$ cat config.mk
export PLATFORM = sky130hd
export DESIGN_NAME = header_param_tokenizer
export DESIGN_NICKNAME = d
export VERILOG_FILES = /design/src/rtl/hpt_pkg.sv /design/src/rtl/hpt_step.sv /design/src/rtl/hpt_evq.sv /design/src/rtl/header_param_tokenizer.sv
export SDC_FILE = /design/constraint.sdc
export NUM_CORES = 1
export LEC_CHECK = 0
export ABC_AREA = 1
export BUFFER_PORTS_ARGS = -buffer_cell sky130_fd_sc_hd__buf_2
export CORE_UTILIZATION = 45
export CTS_BUF_LIST = sky130_fd_sc_hd__clkbuf_16
export DETAILED_ROUTE_END_ITERATION = 10
export GPL_TIMING_DRIVEN = 0
export SYNTH_ARGS = -nofsm -noshare
export SYNTH_HDL_FRONTEND = slang
export SYNTH_HIERARCHICAL = 1
export SYNTH_SLANG_ARGS = --single-unit
$ cat constraint.sdc
create_clock -name aclk -period 9.4 [get_ports aclk]
set_input_delay 0.47 -clock aclk [delete_from_list [all_inputs] [get_ports aclk]]
set_output_delay 0.47 -clock aclk [all_outputs]
set_load 0.02 [all_outputs]
$ cat src/rtl/hpt_pkg.sv
`default_nettype none

package hpt_pkg;

    // Characters that steer the parse
    localparam logic [7:0] CH_SPACE = 8'h20;
    localparam logic [7:0] CH_EQUAL = 8'h3D;
    localparam logic [7:0] CH_SEMI  = 8'h3B;
    localparam logic [7:0] CH_QUOTE = 8'h22;

    // Result event queue geometry
    localparam int EVQ_DEPTH = 4;
    localparam int EVQ_AW    = $clog2(EVQ_DEPTH);

    typedef enum logic [2:0] {
        PH_NAME_WS  = 3'd0,
        PH_NAME     = 3'd1,
        PH_VAL_WS   = 3'd2,
        PH_VAL      = 3'd3,
        PH_QUOTE_WS = 3'd4,
        PH_QUOTE    = 3'd5
    } phase_t;

    typedef enum logic [2:0] {
        KIND_NAME_BYTE = 3'd0,
        KIND_VAL_BYTE  = 3'd1,
        KIND_DISCARD   = 3'd2,
        KIND_TAG_VAL   = 3'd3,
        KIND_TAG_NAME  = 3'd4,
        KIND_DROPPED   = 3'd5
    } kind_t;

    typedef struct packed {
        logic [7:0] byte_in;
        logic       last_byte;
    } in_beat_t;

    typedef struct packed {
        kind_t      kind;
        logic [7:0] data_byte;
    } out_beat_t;

    // Events produced by one input character (cnt is 0, 1 or 2)
    typedef struct packed {
        logic [1:0] cnt;
        out_beat_t  ev0;
        out_beat_t  ev1;
    } ev_set_t;

endpackage

`default_nettype wire

$ cat src/rtl/hpt_step.sv
`default_nettype none

module hpt_step (
    input  wire hpt_pkg::phase_t   phase,
    input  wire hpt_pkg::in_beat_t beat,
    output hpt_pkg::phase_t        phase_next,
    output hpt_pkg::ev_set_t       events
);

    logic               p_valid;
    hpt_pkg::out_beat_t p_beat;
    hpt_pkg::phase_t    p_phase;
    logic               l_valid;
    hpt_pkg::kind_t     l_kind;
    logic [7:0]         c;

    assign c = beat.byte_in;

    // Advance the phase on one character
    always_comb begin
        p_valid          = 1'b0;
        p_beat.kind      = hpt_pkg::KIND_NAME_BYTE;
        p_beat.data_byte = 8'h00;
        p_phase          = phase;
        case (phase)
            hpt_pkg::PH_NAME: begin
                if (c == hpt_pkg::CH_EQUAL) begin
                    p_phase = hpt_pkg::PH_VAL_WS;
                end else if (c == hpt_pkg::CH_SEMI) begin
                    p_valid     = 1'b1;
                    p_beat.kind = hpt_pkg::KIND_TAG_NAME;
                    p_phase     = hpt_pkg::PH_NAME_WS;
                end else begin
                    p_valid          = 1'b1;
                    p_beat.kind      = hpt_pkg::KIND_NAME_BYTE;
                    p_beat.data_byte = c;
                end
            end
            hpt_pkg::PH_VAL_WS: begin
                if (c == hpt_pkg::CH_SPACE) begin
                    p_phase = hpt_pkg::PH_VAL_WS;
                end else if (c == hpt_pkg::CH_SEMI) begin
                    p_valid     = 1'b1;
                    p_beat.kind = hpt_pkg::KIND_DROPPED;
                    p_phase     = hpt_pkg::PH_NAME_WS;
                end else if (c == hpt_pkg::CH_QUOTE) begin
                    p_phase = hpt_pkg::PH_QUOTE_WS;
                end else begin
                    p_valid          = 1'b1;
                    p_beat.kind      = hpt_pkg::KIND_VAL_BYTE;
                    p_beat.data_byte = c;
                    p_phase          = hpt_pkg::PH_VAL;
                end
            end
            hpt_pkg::PH_VAL: begin
                if (c == hpt_pkg::CH_SEMI) begin
                    p_valid     = 1'b1;
                    p_beat.kind = hpt_pkg::KIND_TAG_VAL;
                    p_phase     = hpt_pkg::PH_NAME_WS;
                end else if (c == hpt_pkg::CH_QUOTE) begin
                    p_valid     = 1'b1;
                    p_beat.kind = hpt_pkg::KIND_DISCARD;
                    p_phase     = hpt_pkg::PH_QUOTE_WS;
                end else begin
                    p_valid          = 1'b1;
                    p_beat.kind      = hpt_pkg::KIND_VAL_BYTE;
                    p_beat.data_byte = c;
                end
            end
            hpt_pkg::PH_QUOTE_WS: begin
                if (c == hpt_pkg::CH_SPACE) begin
                    p_phase = hpt_pkg::PH_QUOTE_WS;
                end else if (c == hpt_pkg::CH_QUOTE) begin
                    p_valid     = 1'b1;
                    p_beat.kind = hpt_pkg::KIND_DROPPED;
                    p_phase     = hpt_pkg::PH_NAME_WS;
                end else begin
                    p_valid          = 1'b1;
                    p_beat.kind      = hpt_pkg::KIND_VAL_BYTE;
                    p_beat.data_byte = c;
                    p_phase          = hpt_pkg::PH_QUOTE;
                end
            end
            hpt_pkg::PH_QUOTE: begin
                if (c == hpt_pkg::CH_QUOTE) begin
                    p_valid     = 1'b1;
                    p_beat.kind = hpt_pkg::KIND_TAG_VAL;
                    p_phase     = hpt_pkg::PH_NAME_WS;
                end else begin
                    p_valid          = 1'b1;
                    p_beat.kind      = hpt_pkg::KIND_VAL_BYTE;
                    p_beat.data_byte = c;
                end
            end
            default: begin
                // Skipping spaces before a name; unused codes behave the same
                if (c == hpt_pkg::CH_SPACE || c == hpt_pkg::CH_EQUAL
                        || c == hpt_pkg::CH_SEMI) begin
                    p_phase = hpt_pkg::PH_NAME_WS;
                end else begin
                    p_valid          = 1'b1;
                    p_beat.kind      = hpt_pkg::KIND_NAME_BYTE;
                    p_beat.data_byte = c;
                    p_phase          = hpt_pkg::PH_NAME;
                end
            end
        endcase
    end

    // Close the pending pair on the final character
    always_comb begin
        l_valid = 1'b0;
        l_kind  = hpt_pkg::KIND_DROPPED;
        if (beat.last_byte) begin
            case (p_phase)
                hpt_pkg::PH_NAME: begin
                    l_valid = 1'b1;
                    l_kind  = hpt_pkg::KIND_TAG_NAME;
                end
                hpt_pkg::PH_VAL, hpt_pkg::PH_QUOTE: begin
                    l_valid = 1'b1;
                    l_kind  = hpt_pkg::KIND_TAG_VAL;
                end
                hpt_pkg::PH_VAL_WS, hpt_pkg::PH_QUOTE_WS: begin
                    l_valid = 1'b1;
                    l_kind  = hpt_pkg::KIND_DROPPED;
                end
                default: begin
                    l_valid = 1'b0;
                end
            endcase
        end
        phase_next = beat.last_byte ? hpt_pkg::PH_NAME_WS : p_phase;
    end

    // Pack events in order: character event first, then closing tag
    always_comb begin
        events.ev1.kind      = l_kind;
        events.ev1.data_byte = 8'h00;
        if (p_valid) begin
            events.ev0 = p_beat;
            events.cnt = l_valid ? 2'd2 : 2'd1;
        end else begin
            events.ev0.kind      = l_kind;
            events.ev0.data_byte = 8'h00;
            events.cnt           = l_valid ? 2'd1 : 2'd0;
        end
    end

endmodule

`default_nettype wire

$ cat src/rtl/hpt_evq.sv
`default_nettype none

module hpt_evq (
    input  wire                      aclk,
    input  wire                      aresetn,
    input  wire                      wr_en,
    input  wire hpt_pkg::ev_set_t    wr_events,
    output logic                     room,
    output logic                     m_valid,
    input  wire                      m_ready,
    output hpt_pkg::out_beat_t       m_payload
);

    hpt_pkg::out_beat_t           mem_reg [hpt_pkg::EVQ_DEPTH];
    logic [hpt_pkg::EVQ_AW-1:0]   wr_ptr_reg, wr_ptr_next;
    logic [hpt_pkg::EVQ_AW-1:0]   rd_ptr_reg, rd_ptr_next;
    logic [hpt_pkg::EVQ_AW:0]     count_reg, count_next;
    logic [hpt_pkg::EVQ_AW-1:0]   wr_ptr_1;
    logic [hpt_pkg::EVQ_AW:0]     push_n;
    logic                         pop;

    assign pop       = m_valid && m_ready;
    assign push_n    = wr_en ? (hpt_pkg::EVQ_AW+1)'(wr_events.cnt) : '0;
    assign wr_ptr_1  = wr_ptr_reg + 1'b1;
    assign m_valid   = (count_reg != '0);
    assign m_payload = mem_reg[rd_ptr_reg];
    // Room for a full pair of events, independent of the downstream side
    assign room      = (count_reg <= (hpt_pkg::EVQ_AW+1)'(hpt_pkg::EVQ_DEPTH - 2));

    // Advance pointers and fill level
    always_comb begin
        wr_ptr_next = wr_ptr_reg + hpt_pkg::EVQ_AW'(push_n);
        rd_ptr_next = rd_ptr_reg + hpt_pkg::EVQ_AW'(pop);
        count_next  = count_reg + push_n - (hpt_pkg::EVQ_AW+1)'(pop);
    end

    always_ff @(posedge aclk) begin
        if (!aresetn) begin
            wr_ptr_reg <= '0;
            rd_ptr_reg <= '0;
            count_reg  <= '0;
        end else begin
            wr_ptr_reg <= wr_ptr_next;
            rd_ptr_reg <= rd_ptr_next;
            count_reg  <= count_next;
        end
    end

    // Store up to two event beats per cycle
    always_ff @(posedge aclk) begin
        if (wr_en && wr_events.cnt != 2'd0) begin
            mem_reg[wr_ptr_reg] <= wr_events.ev0;
        end
        if (wr_en && wr_events.cnt == 2'd2) begin
            mem_reg[wr_ptr_1] <= wr_events.ev1;
        end
    end

    a_count_bound: assert property (@(posedge aclk) disable iff (!aresetn)
        count_reg <= (hpt_pkg::EVQ_AW+1)'(hpt_pkg::EVQ_DEPTH))
        else $error("event queue overfilled");

    a_push_room: assert property (@(posedge aclk) disable iff (!aresetn)
        (wr_en && wr_events.cnt != 2'd0) |-> room)
        else $error("event written without room");

    a_ptr_gap: assert property (@(posedge aclk) disable iff (!aresetn)
        hpt_pkg::EVQ_AW'(count_reg) == hpt_pkg::EVQ_AW'(wr_ptr_reg - rd_ptr_reg))
        else $error("event queue pointers disagree with fill level");

endmodule

`default_nettype wire

$ cat src/rtl/header_param_tokenizer.sv
// A character beat is held in the input stage register, then its events are written
// into the event queue; a second event from the same character follows the first.
// Throughput: one character per cycle while each character produces at most one event
// and m_ready holds; the port drains one event per cycle via a four-entry event queue.
// Reset (aresetn low, synchronous): parse phase returns to skipping spaces before a
// name, the input stage and event queue empty; no event beats are pending.
`default_nettype none

module header_param_tokenizer (
    input  wire                      aclk,
    input  wire                      aresetn,
    input  wire                      s_valid,
    output logic                     s_ready,
    input  wire hpt_pkg::in_beat_t   s_payload,
    output logic                     m_valid,
    input  wire                      m_ready,
    output hpt_pkg::out_beat_t       m_payload
);

    logic              in_valid_reg, in_valid_next;
    hpt_pkg::in_beat_t in_beat_reg;
    hpt_pkg::phase_t   phase_reg, phase_next;
    hpt_pkg::phase_t   step_phase;
    hpt_pkg::ev_set_t  step_events;
    logic              room;
    logic              advance;
    logic              s_fire;

    // Consume the held beat whenever the queue can take two events
    assign advance = in_valid_reg && room;
    assign s_ready = !in_valid_reg || advance;
    assign s_fire  = s_valid && s_ready;

    hpt_step u_step (
        .phase      (phase_reg),
        .beat       (in_beat_reg),
        .phase_next (step_phase),
        .events     (step_events)
    );

    hpt_evq u_evq (
        .aclk      (aclk),
        .aresetn   (aresetn),
        .wr_en     (advance),
        .wr_events (step_events),
        .room      (room),
        .m_valid   (m_valid),
        .m_ready   (m_ready),
        .m_payload (m_payload)
    );

    // Input stage and phase update
    always_comb begin
        in_valid_next = s_fire ? 1'b1 : (advance ? 1'b0 : in_valid_reg);
        phase_next    = advance ? step_phase : phase_reg;
    end

    always_ff @(posedge aclk) begin
        if (!aresetn) begin
            in_valid_reg <= 1'b0;
            phase_reg    <= hpt_pkg::PH_NAME_WS;
        end else begin
            in_valid_reg <= in_valid_next;
            phase_reg    <= phase_next;
        end
    end

    // Hold the payload until it is consumed
    always_ff @(posedge aclk) begin
        if (s_fire) begin
            in_beat_reg <= s_payload;
        end
    end

    a_last_resets_phase: assert property (@(posedge aclk) disable iff (!aresetn)
        (advance && in_beat_reg.last_byte) |=> (phase_reg == hpt_pkg::PH_NAME_WS))
        else $error("phase not restored after final character");

    a_phase_hold: assert property (@(posedge aclk) disable iff (!aresetn)
        !advance |=> $stable(phase_reg))
        else $error("phase changed without a consumed beat");

    a_idle_ready: assert property (@(posedge aclk) disable iff (!aresetn)
        !in_valid_reg |-> s_ready)
        else $error("input stage empty but not ready");

endmodule

`default_nettype wire
* Word level (Yosys, flattened, before mapping) *
Memories as Yosys holds them, arrays and structs flattened. A register that Yosys moved wholly into a read port is not among the register bits.
Cells that the tools add are included.

word-level totals
  bits in registers = 20
  RAM bits = 44
  input port bits = 13
  output and inout port bits = 13
  word-level logic and storage cells = 95
  memories kept = 1

cells by class
  add/sub/neg operators = 5
  $lt $le $gt $ge = 1
  equal/unequal tests = 15
  mux-type cells = 51
  reductions and logical operators = 15

memory list
  memory         words  width  read ports  clocked after Yosys merged registers in  write ports  line           source
  u_evq.mem_reg  4      11     1           1                                        2            hpt_evq.sv:14  hpt_pkg::out_beat_t mem_reg [hpt_pkg::EVQ_DEPTH];

operators by type and width
  operator            number
  $pmux 11 s5         1
  $mux 3              15
  $mux 8              5
  $mux 11             3
  $eq 8x6->1 const B  4
  $mux 1              16
  $pmux 3 s5          1
  $mux 13             1
  $eq 3x2->1 const B  4
  $eq 3x3->1 const B  4
  $mux 2              6
  $mux 9              1
  $eq 3x1->1 const B  2
  $pmux 3 s2          1
  $logic_and 1x1->1   5
  $reduce_or 5->1     1
  $pmux 1 s4          1
  $reduce_bool 2->1   2
  $reduce_or 2->1     2
  $add 3x3->3         1
  $le 3x2->1 const B  1
  $logic_or 1x1->1    3
  $reduce_bool 3->1   1
  $sub 3x1->3         1
  5 further kinds     5

* Depth between registers and ports, before layout *
Gate-level depths: netlist (run 1).

  depth after elaboration = 15
  mapped depth = 20

* Modules after synthesis *
Netlist (run 1), hierarchy kept.

modules (own cells, without submodules)
  module                  instances  cells each  area each (µm²)  seq. area each (µm²)
  hpt_evq                 1          282         2762.6           1461.4
  hpt_step                1          102         526.8            0.0
  header_param_tokenizer  1          35          440.4            350.3

* Worst setup path before layout (run 1) *
OpenSTA, ideal clock, no wires.

  kind = register -> register
  start = register in_beat_reg[7] (netlist bit)
  end = memory u_evq/mem_reg[3][0] (netlist bit), enable pin
  arrival = 2.632 ns
  slack = 6.374 ns
  cell stages (with the launch flop) = 14
  period minus slack after synthesis = 3.026 ns
  path through = edfxtp_1 > inv_1 > nand2_1 > nor2_1 > nand2_1 > nand3_1 > o21ai_0 > nor2_1 > a21oi_2 > ha_1 > nand2_1 > inv_1 > nor2_1 > o21ai_0

RTL lines
  what                      line                          source
  start: declaration        header_param_tokenizer.sv:21  hpt_pkg::in_beat_t in_beat_reg;
  start signal: assignment  header_param_tokenizer.sv:71  in_beat_reg <= s_payload;
  end: declaration          hpt_evq.sv:14

==> results of run 1 <==
==> cells by family after synthesis <==
| group | count (synthesis) | synth area share |
|---|---|---|
| other cells | 1 | 0.00101 |
| flops | 64 | 0.486 |
| simple gates | 176 | 0.214 |
| buf+inv | 74 | 0.103 |
| fa+ha+maj | 5 | 0.0188 |
| xor+xnor | 5 | 0.0117 |
| compound gates | 94 | 0.166 |
==> per-stage QoR <==
step | hold slack, ns | total power, mW | util | cell area, µm²
after floorplan | 0.526 | 0.664 | - | 3760
after global placement | 0.507 | 0.756 | 0.508 | 4010
after detailed placement | 0.510 | 0.762 | 0.510 | 4020
after CTS | 0.307 | 1.06 | 0.543 | 4290
after global routing | 0.308 | 1.12 | 0.543 | 4290
final | 0.321 | 1.05 | 0.543 | 4290
==> layer usage <==
metal  vias up  wire length (µm)  part of all wire  GRT usage
met5         -                 0                 0          0
met4         0               150             0.018     0.0782
met3        12               318             0.038     0.0447
met2        63              4190              0.50      0.363
met1      1299              3810              0.45      0.270
li1       1471                 -                 -          -
==> Yosys cell counts, types with 3 or more instances <==
library cell	count
o21ai_2	33
clkbuf_1	5
nand2_2	9
nand3_1	10
ha_1	4
buf_6	7
o21ai_1	11
dfxtp_1	11
nand4_1	3
buf_2	3
nor2_4	3
nor2_1	50
inv_2	6
o22ai_1	11
nand2_1	90
inv_1	43
xor2_1	3
edfxtp_1	53
nor2_2	3
a21oi_1	7
o21ai_0	28
buf_4	8
==> layout make-up <==
class | instances | area (µm²) | share of cell area
inverters | 49 | 184 | 0.0429
multi-input cells | 288 | 1560 | 0.364
plain buffers | 25 | 200 | 0.0467
clock buffers | 9 | 225 | 0.0526
repair buffers | 26 | 136 | 0.0318
flip-flops and latches | 64 | 1810 | 0.423
clock inverters | 7 | 40.0 | 0.00934
well taps | 102 | 128 | 0.0298
==> power by group through the flow <==
| stage | combinational, mW | sequential (mW) | clock (mW) |
|---|---|---|---|
| global placement | 0.370 | 0.386 | 0 |
| detailed placement | 0.376 | 0.386 | 0 |
| floorplan | 0.283 | 0.381 | 0 |
| global route | 0.423 | 0.384 | 0.310 |
| CTS | 0.378 | 0.380 | 0.300 |
| finish | 0.374 | 0.380 | 0.293 |
==> critical path: stages (launching register included) <==
cell and delay, ns:
edfxtp_1 0.40, inv_1 0.07, nand2_1 0.07, nor2_1 0.12, nand2_1 0.16, nand3_1 0.14, o21ai_0 0.12, nor2_1 0.20
a21oi_2 0.08, ha_1 0.38, nand2_1 0.11, inv_1 0.16, nor2_1 0.06, o21ai_1 0.59, buf_6 0.23
==> cells in the final DEF (no fill, tap or decap), types with 2 or more instances in the layout <==
cell type  count
clkinv_4       2
nor2_4         3
xnor2_1        2
nand4_1        3
xor2_1         3
edfxtp_1      53
o21ai_1       12
buf_4          8
conb_1         8
nand3_1       10
clkbuf_1       5
nor2_1        50
nor2_2         3
clkbuf_8       2
ha_1           4
buf_6          8
and3_1         2
a21oi_1        7
nand2_2        9
o21ai_2       33
clkbuf_16      9
nand3_2        2
dfxtp_1       11
o21ai_0       27
nand2_1       90
inv_1         44
buf_2         28
inv_2          6
clkinv_2       3
o22ai_1       11
==> path summary, 6_finish.rpt <==
check	start	end	slack (ns)	cells after the start
setup / recovery	in_beat_reg[7]	u_evq/mem_reg[3][3]	6.22	14
setup reg to reg	in_beat_reg[7]	u_evq/mem_reg[3][3]	6.22	14
hold reg to reg	in_valid_reg	in_valid_reg	0.52	2
hold / removal	s_payload[0]	in_beat_reg[0]	0.32	1
==> reports/metrics.cfg, run 1 <==
[timing]
setup_ws_ns = 6.22
fmax_mhz = 314
worst_pin_slew_ns = 1.15
rsz0062_at_grt = false
drv_slew = 0
skew_ns = 0.00912
period_share = 0.338
finalSetupViolCount = 0
maxSlewHeadroom = 0.220
finalHoldViolations = 0
tns_ns = 0
fin_crit_ns = 3.18

[synthesis]
synth.yosys.seq_area_share = 0.486
syn-cell-area_mm2 = 0.00373
syn_inst = 419
synth-warning-count = 6
synth_top_area_frac = 0.427
synth_edf_count = 53
avgSynthCellArea_um2 = 8.90
dominantRegCellSynth = edfxtp_1
synth_async_sr_flop_share = 0
synth-seq-cells = 64
synth_area_leaders = edfxtp_1, nand2_1, o21ai_2, dfxtp_1, nor2_1
synth_top_area_cell = edfxtp_1
yosysUniqueCellTypes = 36

[critical_path]
crit_type = register to register
required_ns = 9.43
cp-end-kind = register
cp_data_arrival_time_ns = 3.21
startpoint_type = register
path_max_fanout = 6

[clock_network]
post-cts-setup-buffers = 0
cts_buffers = 9
cts_tree = built
path_clk_slew_ns = 0.05
clock_sinks = 64
clockBufferDepth = 2
htreeDepth = 3
post_cts_resize_count = 0
root_buffer = clkbuf_16
clk_latency_ns = 0.32
ctsHoldBuffers = 0

[layout]
drive_gt1_frac = 0.259
nNetsFinal = 481
fin_cells = 570
syn_to_final_growth_pct = 14.9
num_antenna_cells = 0
largest_register_ffs = 44
fillers = 710

[power_and_ir_drop]
p_sw_mw = 0.384
peakVddDrop_mv = 0.113
power_frac_seq = 0.363
swShare = 0.366
leakage_nw = 1.86
clkPwrFrac = 0.280
power_density_mw_per_mm2 = 245
pwr-share-comb = 0.357
intPower_mw = 0.664

[drt]
drt_first_pass_iters = 4
wire_per_inst_um = 14.9
via_per_inst = 4.99
antenna_left = 0
vias = 2845
route.detailed.drc = 0
drt-initial-drc-count = 137
wirelength_mm = 8.47

[placed_design]
gp_congestion = 0.882
detailedPlace.worstSlack_ns = 6.20
dp_hpwl_mm = 5.85
dp.cells = 554
io_buffers = 25

[floorplanning]
num_rows = 32
dieArea_mm2 = 0.00866
fp.dieH_um = 93.0
ioPinCount = 26
coreArea_mm2 = 0.00789
floorplan.initialDensity = 0.473
die_w_um = 93.0

[job]
max_cap_violations = 0

[global_route]
gr-total-overflow = 0
grt_use_total = 0.214
grt_pass1_wl_mm = 13.6
grt_pass1_vias = 2676
grt_max_degree = 12
antenna_found_initial = 0

[status]
outcome = finished, final reports clean

[min_path]
hp-class = input port to register

No activity file was read; power rests on OpenSTA's default activity.
==> inputs of run 2 (changes only) <==
==> constraint.sdc (replaced) <==
create_clock -name aclk -period 3.01 [get_ports aclk]
set_input_delay 0.1505 -clock aclk [delete_from_list [all_inputs] [get_ports aclk]]
set_output_delay 0.1505 -clock aclk [all_outputs]
set_load 0.02 [all_outputs]
==> reports/metrics.cfg, run 2 (synthesis gave the netlist of run 1 again) <==
[floorplanning]
ioPinCount = 26  ; unchanged
dieArea_mm2 = 0.00866  ; unchanged
floorplan.initialDensity = 0.473  ; unchanged
fp.dieH_um = 93.0  ; unchanged
num_rows = 32  ; unchanged
die_w_um = 93.0  ; unchanged
coreArea_mm2 = 0.00789  ; unchanged

[power_and_ir_drop]
pwr-share-comb = 0.349  ; -0.008
power_mw = 3.52  ; +240%
leakage_nw = 1.94  ; +4.4%
peakVddDrop_mv = 0.329  ; +190%
p_sw_mw = 1.24  ; +220%
power_density_mw_per_mm2 = 781  ; +220%
intPower_mw = 2.28  ; +240%
swShare = 0.352  ; -0.0143
clkPwrFrac = 0.314  ; +0.034
power_frac_seq = 0.338  ; -0.025

[critical_path]
cp_data_arrival_time_ns = 3.03  ; -0.18 ns
path_max_fanout = 8  ; +2
startpoint_type = register
reg2reg_slack_ns = 0.23  ; -5.99 ns
cp-end-kind = register
crit_type = register to register
required_ns = 3.27  ; -6.16 ns

[clock_network]
path_clk_slew_ns = 0.06  ; about the same
cts_tree = built
clk_latency_ns = 0.32  ; about the same
clock_sinks = 64  ; unchanged
cts_buffers = 9  ; unchanged
root_buffer = clkbuf_16
htreeDepth = 3  ; unchanged
clockBufferDepth = 2  ; unchanged

[timing]
skew_ns = 0.00604  ; -0.00308 ns
fmax_mhz = 360  ; +15%
finalHoldViolations = 0  ; unchanged
maxSlewHeadroom = 0.253  ; +0.0329
finalSetupViolCount = 0  ; unchanged
drv_slew = 0  ; unchanged
fin_crit_ns = 2.78  ; -0.404 ns
worst_pin_slew_ns = 1.11  ; -0.0488 ns
setup_ws_ns = 0.233  ; -5.99 ns
period_share = 0.922  ; +0.584

[global_route]
grt_pass1_wl_mm = 13.6  ; unchanged
grt_pass1_vias = 2715  ; +1.5%
grt_use_total = 0.214  ; about the same
antenna_found_initial = 0  ; unchanged
grt_max_degree = 13  ; +1
gr-total-overflow = 0  ; unchanged

[drt]
wire_per_inst_um = 14.8  ; -0.11%
drt-initial-drc-count = 175  ; +28%
via_per_inst = 4.99  ; -0.10%
antenna_left = 0  ; unchanged
wl_met1_mm = 3.78  ; -0.68%
wirelength_mm = 8.62  ; +1.8%
wl_met2_mm = 4.34  ; +3.4%
met3RoutedLength_um = 398  ; +25%
vias = 2897  ; +1.8%
drt_first_pass_iters = 8  ; +4
route.detailed.drc = 0  ; unchanged
top_layer = met4

[placed_design]
gp_congestion = 0.892  ; +1.2%
placed_cell_area_mm2 = 0.00401  ; -0.28%
detailedPlace.worstSlack_ns = -0.398  ; -6.60 ns
io_buffers = 25  ; unchanged
dp_hpwl_mm = 5.69  ; -2.8%

[min_path]
hp-class = input port to register

[layout]
final_common_cell = nand2_1
num_antenna_cells = 0  ; unchanged
largest_register_ffs = 44  ; unchanged
final_util = 0.571  ; +0.0278
drive_gt1_frac = 0.286  ; +0.0275
nNetsFinal = 492  ; +2.3%
final_cell_area_mm2 = 0.00450  ; +5.1%
syn_to_final_growth_pct = 20.8
layout_common_cells = nand2_1, edfxtp_1, nor2_1, inv_1, o21ai_2

[job]
max_cap_violations = 0  ; unchanged

[status]
outcome = finished, final reports clean

## run 2: changes by cell type in the layout (fill, tap and decap cells not counted), moves of 2 or more
cell / delta
nor2_2: +2
buf_4: +3
nand2_1: -5
dlygate4sd3_1: +9
bufinv_16: +2
nor2_1: -3
nand2_2: +4
## run 2: cell type report
class                   count  area (µm²)
inverters                  49         184
repair buffers             37         238
clock inverters             7        95.1
fillers                   702        3380
plain buffers              25         200
clock buffers               9         225
multi-input cells         288        1620
well taps                 102         128
flip-flops and latches     64        1810
## run 2: path summary, 6_finish.rpt
kind	endpoint	cells past startpoint	from
worst max-delay path	u_evq/count_reg[2]	18	in_beat_reg[7]
worst min-delay path	in_valid_reg	3	s_valid
worst max register to register	u_evq/count_reg[2]	18	in_beat_reg[7]
worst min register to register	in_valid_reg	2	in_valid_reg
## run 2: worst max-delay path, stage by stage (launching register included)
cell and delay [ns]:
edfxtp_1 0.39, inv_1 0.08, nand2_2 0.08, nor2_4 0.17, buf_4 0.13, nand2_1 0.07
nand3_1 0.09, nand2_2 0.11, nand2_1 0.13, a21oi_2 0.07, ha_4 0.31, nand2_1 0.08
xor2_1 0.17, ha_1 0.16, inv_1 0.05, fa_1 0.37, inv_1 0.07, nand2_1 0.06
a21oi_2 0.13
## run 2: layer usage
| metal | global-route usage | vias up |
|---|---|---|
| met4 | 0.0795 | 0 |
| met1 | 0.271 | 1312 |
| met2 | 0.369 | 79 |
| met3 | 0.0341 | 13 |
| li1 | - | 1493 |
| met5 | 0 | - |
## run 2: power groups by stage
stage	clock network (mW)	registers, mW	logic [mW]
after floorplan	0	1.19	0.885
final	1.10	1.19	1.23
after CTS	1.12	1.19	1.19
after global routing	1.16	1.20	1.37
after global placement	0	1.21	1.15
after detailed placement	0	1.21	1.17
## run 2: timing repair
| item | in CTS | in global routing |
|---|---|---|
| hold buffers | 9 | 0 |
| hold endpoints to repair | 9 | 0 |
| endpoints found under the setup margin | 38 | 46 |
| pin swaps | 0 | 3 |
| buffers inserted | 0 | 3 |
| gates resized for setup | 5 | 11 |
## run 2: per-stage QoR
step	TNS [ns]	hold WS (ns)	cells
2_1_floorplan	0	0.244	426
3_5_place_dp	-5.24	0.329	553
4_1_cts	0	0.0854	578
5_1_grt	-0.00487	0.133	581
6_report	0	0.0925	581
3_3_place_gp	-4.88	0.326	553
==> inputs of run 3 (changes only) <==
--- a/config.mk
+++ b/config.mk
@@ -13,5 +13,4 @@
 export GPL_TIMING_DRIVEN = 0
 export SYNTH_ARGS = -nofsm -noshare
 export SYNTH_HDL_FRONTEND = slang
-export SYNTH_HIERARCHICAL = 1
 export SYNTH_SLANG_ARGS = --single-unit
==> constraint.sdc (replaced) <==
create_clock -name aclk -period 3.01 [get_ports aclk]
set_input_delay 0.602 -clock aclk [delete_from_list [all_inputs] [get_ports aclk]]
set_output_delay 0.602 -clock aclk [all_outputs]
set_load 0.02 [all_outputs]
==> reports/metrics.cfg, run 3 <==
[critical_path]
worstRegToRegCells = 21  ; +3
cp_common_cell = nand2_1
startpoint_type = register
rr_endpoint = u_evq.count_reg[2]
crit_chain = inv_2 -> nand2_1 -> nor2_2 -> nand2_4 -> nand2_1 -> nand2_1 -> nand2_1 -> nand2_1 -> nor2_2 -> inv_2 -> o21ai_2 -> inv_2 -> ha_1 -> inv_2 -> nor2_4 -> inv_4 -> ha_1 -> fa_2 -> xor2_1 -> inv_1 -> nor2_1
cp-end-kind = register
slowest_delay_ns = 0.43  ; +0.04 ns
reg2reg_slack_ns = 0.17  ; -0.06 ns
required_ns = 3.22  ; -0.05 ns
path_max_fanout = 8  ; unchanged
crit_type = register to register
cp_data_arrival_time_ns = 3.05  ; +0.02 ns
crit_slowest_cell = edfxtp_1
r2r_start = in_beat_reg[3]

[synthesis]
netlist_top_cells_count = nand2_1, dfxtp_1, nor2_1
synth_area_leaders = dfxtp_1, edfxtp_1, nand2_1, nor2_1, inv_1
synth_async_sr_flop_share = 0  ; unchanged
yosysUniqueCellTypes = 30  ; -17%
synth.yosys.seq_area_share = 0.468  ; -0.0177
syn_inst = 406  ; -3.1%
synth_edf_count = 21  ; -60%
synth-seq-cells = 64  ; unchanged
syn-cell-area_mm2 = 0.00319  ; -15%
avgSynthCellArea_um2 = 7.85  ; -12%
synth_top_area_cell = dfxtp_1
dominantRegCellSynth = dfxtp_1
synth-warning-count = 0  ; -6
yosysMostFrequentCell = nand2_1
synth_top_area_frac = 0.270  ; -0.157
synth_fp_nets = 427

[power_and_ir_drop]
peakVddDrop_mv = 0.336  ; +2.1%
leakage_nw = 1.79  ; -7.6%
power_density_mw_per_mm2 = 859  ; +9.9%

[timing]
fmax_mhz = 352  ; -2.2%
worst_pin_slew_ns = 0.857  ; -0.249 ns
fin_crit_ns = 2.84  ; +0.0625 ns
maxSlewHeadroom = 0.429  ; +0.176
skew_ns = 0.00616  ; +0.000121 ns
tns_ns = 0  ; unchanged
drv_slew = 0  ; unchanged
period_share = 0.943  ; +0.0208
finalSetupViolCount = 0  ; unchanged
finalHoldViolations = 0  ; unchanged

[placed_design]
gp_congestion = 0.878  ; -1.6%
dp_hpwl_mm = 5.23  ; -8.0%
io_buffers = 25  ; unchanged
placed_cell_area_mm2 = 0.00343  ; -14%

[clock_network]
path_clk_slew_ns = 0.05  ; about the same
clockBufferDepth = 2  ; unchanged
cts_tree = built
root_buffer = clkbuf_16
ctsHoldBuffers = 0  ; -9
htreeDepth = 3  ; unchanged
clk_latency_ns = 0.33  ; about the same
cts_buffers = 9  ; unchanged
clock_sinks = 64  ; unchanged

[floorplanning]
num_rows = 30  ; -6.3%
die_w_um = 86.2  ; -7.4%
fp.dieH_um = 86.2  ; -7.4%
ioPinCount = 26  ; unchanged
floorplan.initialDensity = 0.466  ; -0.00639
dieArea_mm2 = 0.00742  ; -14%
coreArea_mm2 = 0.00683  ; -13%

[global_route]
grt_use_total = 0.216  ; +0.00172
grt_max_degree = 13  ; unchanged
grt_pass1_vias = 2423  ; -11%
gr-total-overflow = 0  ; unchanged
antenna_found_initial = 0  ; unchanged
grt_pass1_wl_mm = 11.9  ; -13%

[status]
outcome = finished, final reports clean

[drt]
route.detailed.drc = 0  ; unchanged
wire_per_inst_um = 13.4  ; -10%
drt_first_pass_iters = 5  ; -3
antenna_left = 0  ; unchanged
vias = 2748  ; -5.1%
wirelength_mm = 7.37  ; -15%
via_per_inst = 4.98  ; -0.16%
drt-initial-drc-count = 226  ; +29%

[layout]
syn_to_final_growth_pct = 19.7
nNetsFinal = 472  ; -4.1%
layout_common_cells = nand2_1, dfxtp_1, nor2_1, inv_1
drive_gt1_frac = 0.215  ; -0.0711
largest_register_ffs = 44  ; unchanged
final_cell_area_mm2 = 0.00381  ; -15%
final_common_cell = nand2_1
num_antenna_cells = 0  ; unchanged

[min_path]
min_to = in_beat_reg[5]
hp-class = input port to register
min_delay_path_depth = 1  ; -2
min-delay-start = s_payload[5]

[job]
max_cap_violations = 0  ; unchanged

run 3: cell count changes after synthesis, moves of 5 or more:
cell	previous run	this run
buf_4	8	1
buf_6	7	0
dfxtp_1	11	43
edfxtp_1	53	21
inv_1	43	37
nand2_1	90	114
nor2_1	50	40
o21ai_1	11	26
o21ai_2	33	1
o22ai_1	11	16
run 3: what timing repair did:
action	CTS	global route
setup buffers	0	9
setup endpoints to repair	0	2
endpoints found under the hold margin	0	0
gates resized for setup	0	13
run 3: worst max-delay path, delay by kind of cell (launching register included):
family / cells / cell delay (ns)
flip-flops: 1 / 0.43
XOR/XNOR: 1 / 0.16
buffers and inverters: 6 / 0.36
AO/OA/AOI/OAI: 1 / 0.16
AND/OR/NAND/NOR: 10 / 0.79
adder cells (fa/ha/maj): 3 / 0.83
run 3: cell families after synthesis:
kind of cell             count (synthesis)  synth area share
flip-flops                              64             0.468
XOR/XNOR                                 3           0.00825
buffers and inverters                   57            0.0707
AO/OA/AOI/OAI                           79             0.136
adder cells (fa/ha/maj)                  8            0.0338
AND/OR/NAND/NOR                        195             0.283
run 3: cell type report:
| type | count | area (µm²) |
|---|---|---|
| Buffer | 7 | 30.0 |
| Clock buffer | 9 | 225 |
| Clock inverter | 7 | 46.3 |
| Fill cell | 650 | 3020 |
| Inverter | 50 | 195 |
| Multi-Input combinational cell | 285 | 1510 |
| Sequential cell | 64 | 1490 |
| Tap cell | 96 | 120 |
| Timing Repair Buffer | 34 | 193 |
run 3: stage by stage:
stage                     std cells   util  hold WS (ns)  total power [mW]  setup WS [ns]
final                           552  0.558         0.444              3.28          0.171
after CTS                       543  0.542         0.436              3.27         0.0123
after global placement          527  0.502         0.429              2.28         0.0337
after detailed placement        527  0.502         0.437              2.31         0.0223
after floorplan                 406      -         0.414              2.01          0.264
after global routing            552  0.558         0.438              3.48        -0.0358
run 3: metal layers:
| metal | track usage | wire length [µm] |
|---|---|---|
| met4 | 0.112 | 192 |
| met1 | 0.281 | 3500 |
| met5 | 0 | 0 |
| met2 | 0.346 | 3330 |
| met3 | 0.0346 | 348 |
run 3: how the worst max path moves through the flow:
stage	start	to	slack, ns	cells past startpoint
4_1_cts	in_beat_reg[3]	u_evq.count_reg[2]	0.01	19
3_5_place_dp	in_beat_reg[3]	u_evq.count_reg[2]	0.02	19
6_report	in_beat_reg[3]	u_evq.count_reg[2]	0.17	21
5_1_grt	in_beat_reg[3]	u_evq.count_reg[2]	-0.04	21
2_1_floorplan	in_beat_reg[3]	u_evq.count_reg[2]	0.26	19
3_3_place_gp	in_beat_reg[3]	u_evq.count_reg[2]	0.03	19
run 3: where the power goes:
group,total [mW],leakage (nW),internal (mW),switching (mW)
Sequential,1.22,0.551,1.10,0.119
Combinational,1.10,1.11,0.389,0.714
Clock,0.950,0.138,0.556,0.393
Total,3.28,1.79,2.05,1.23
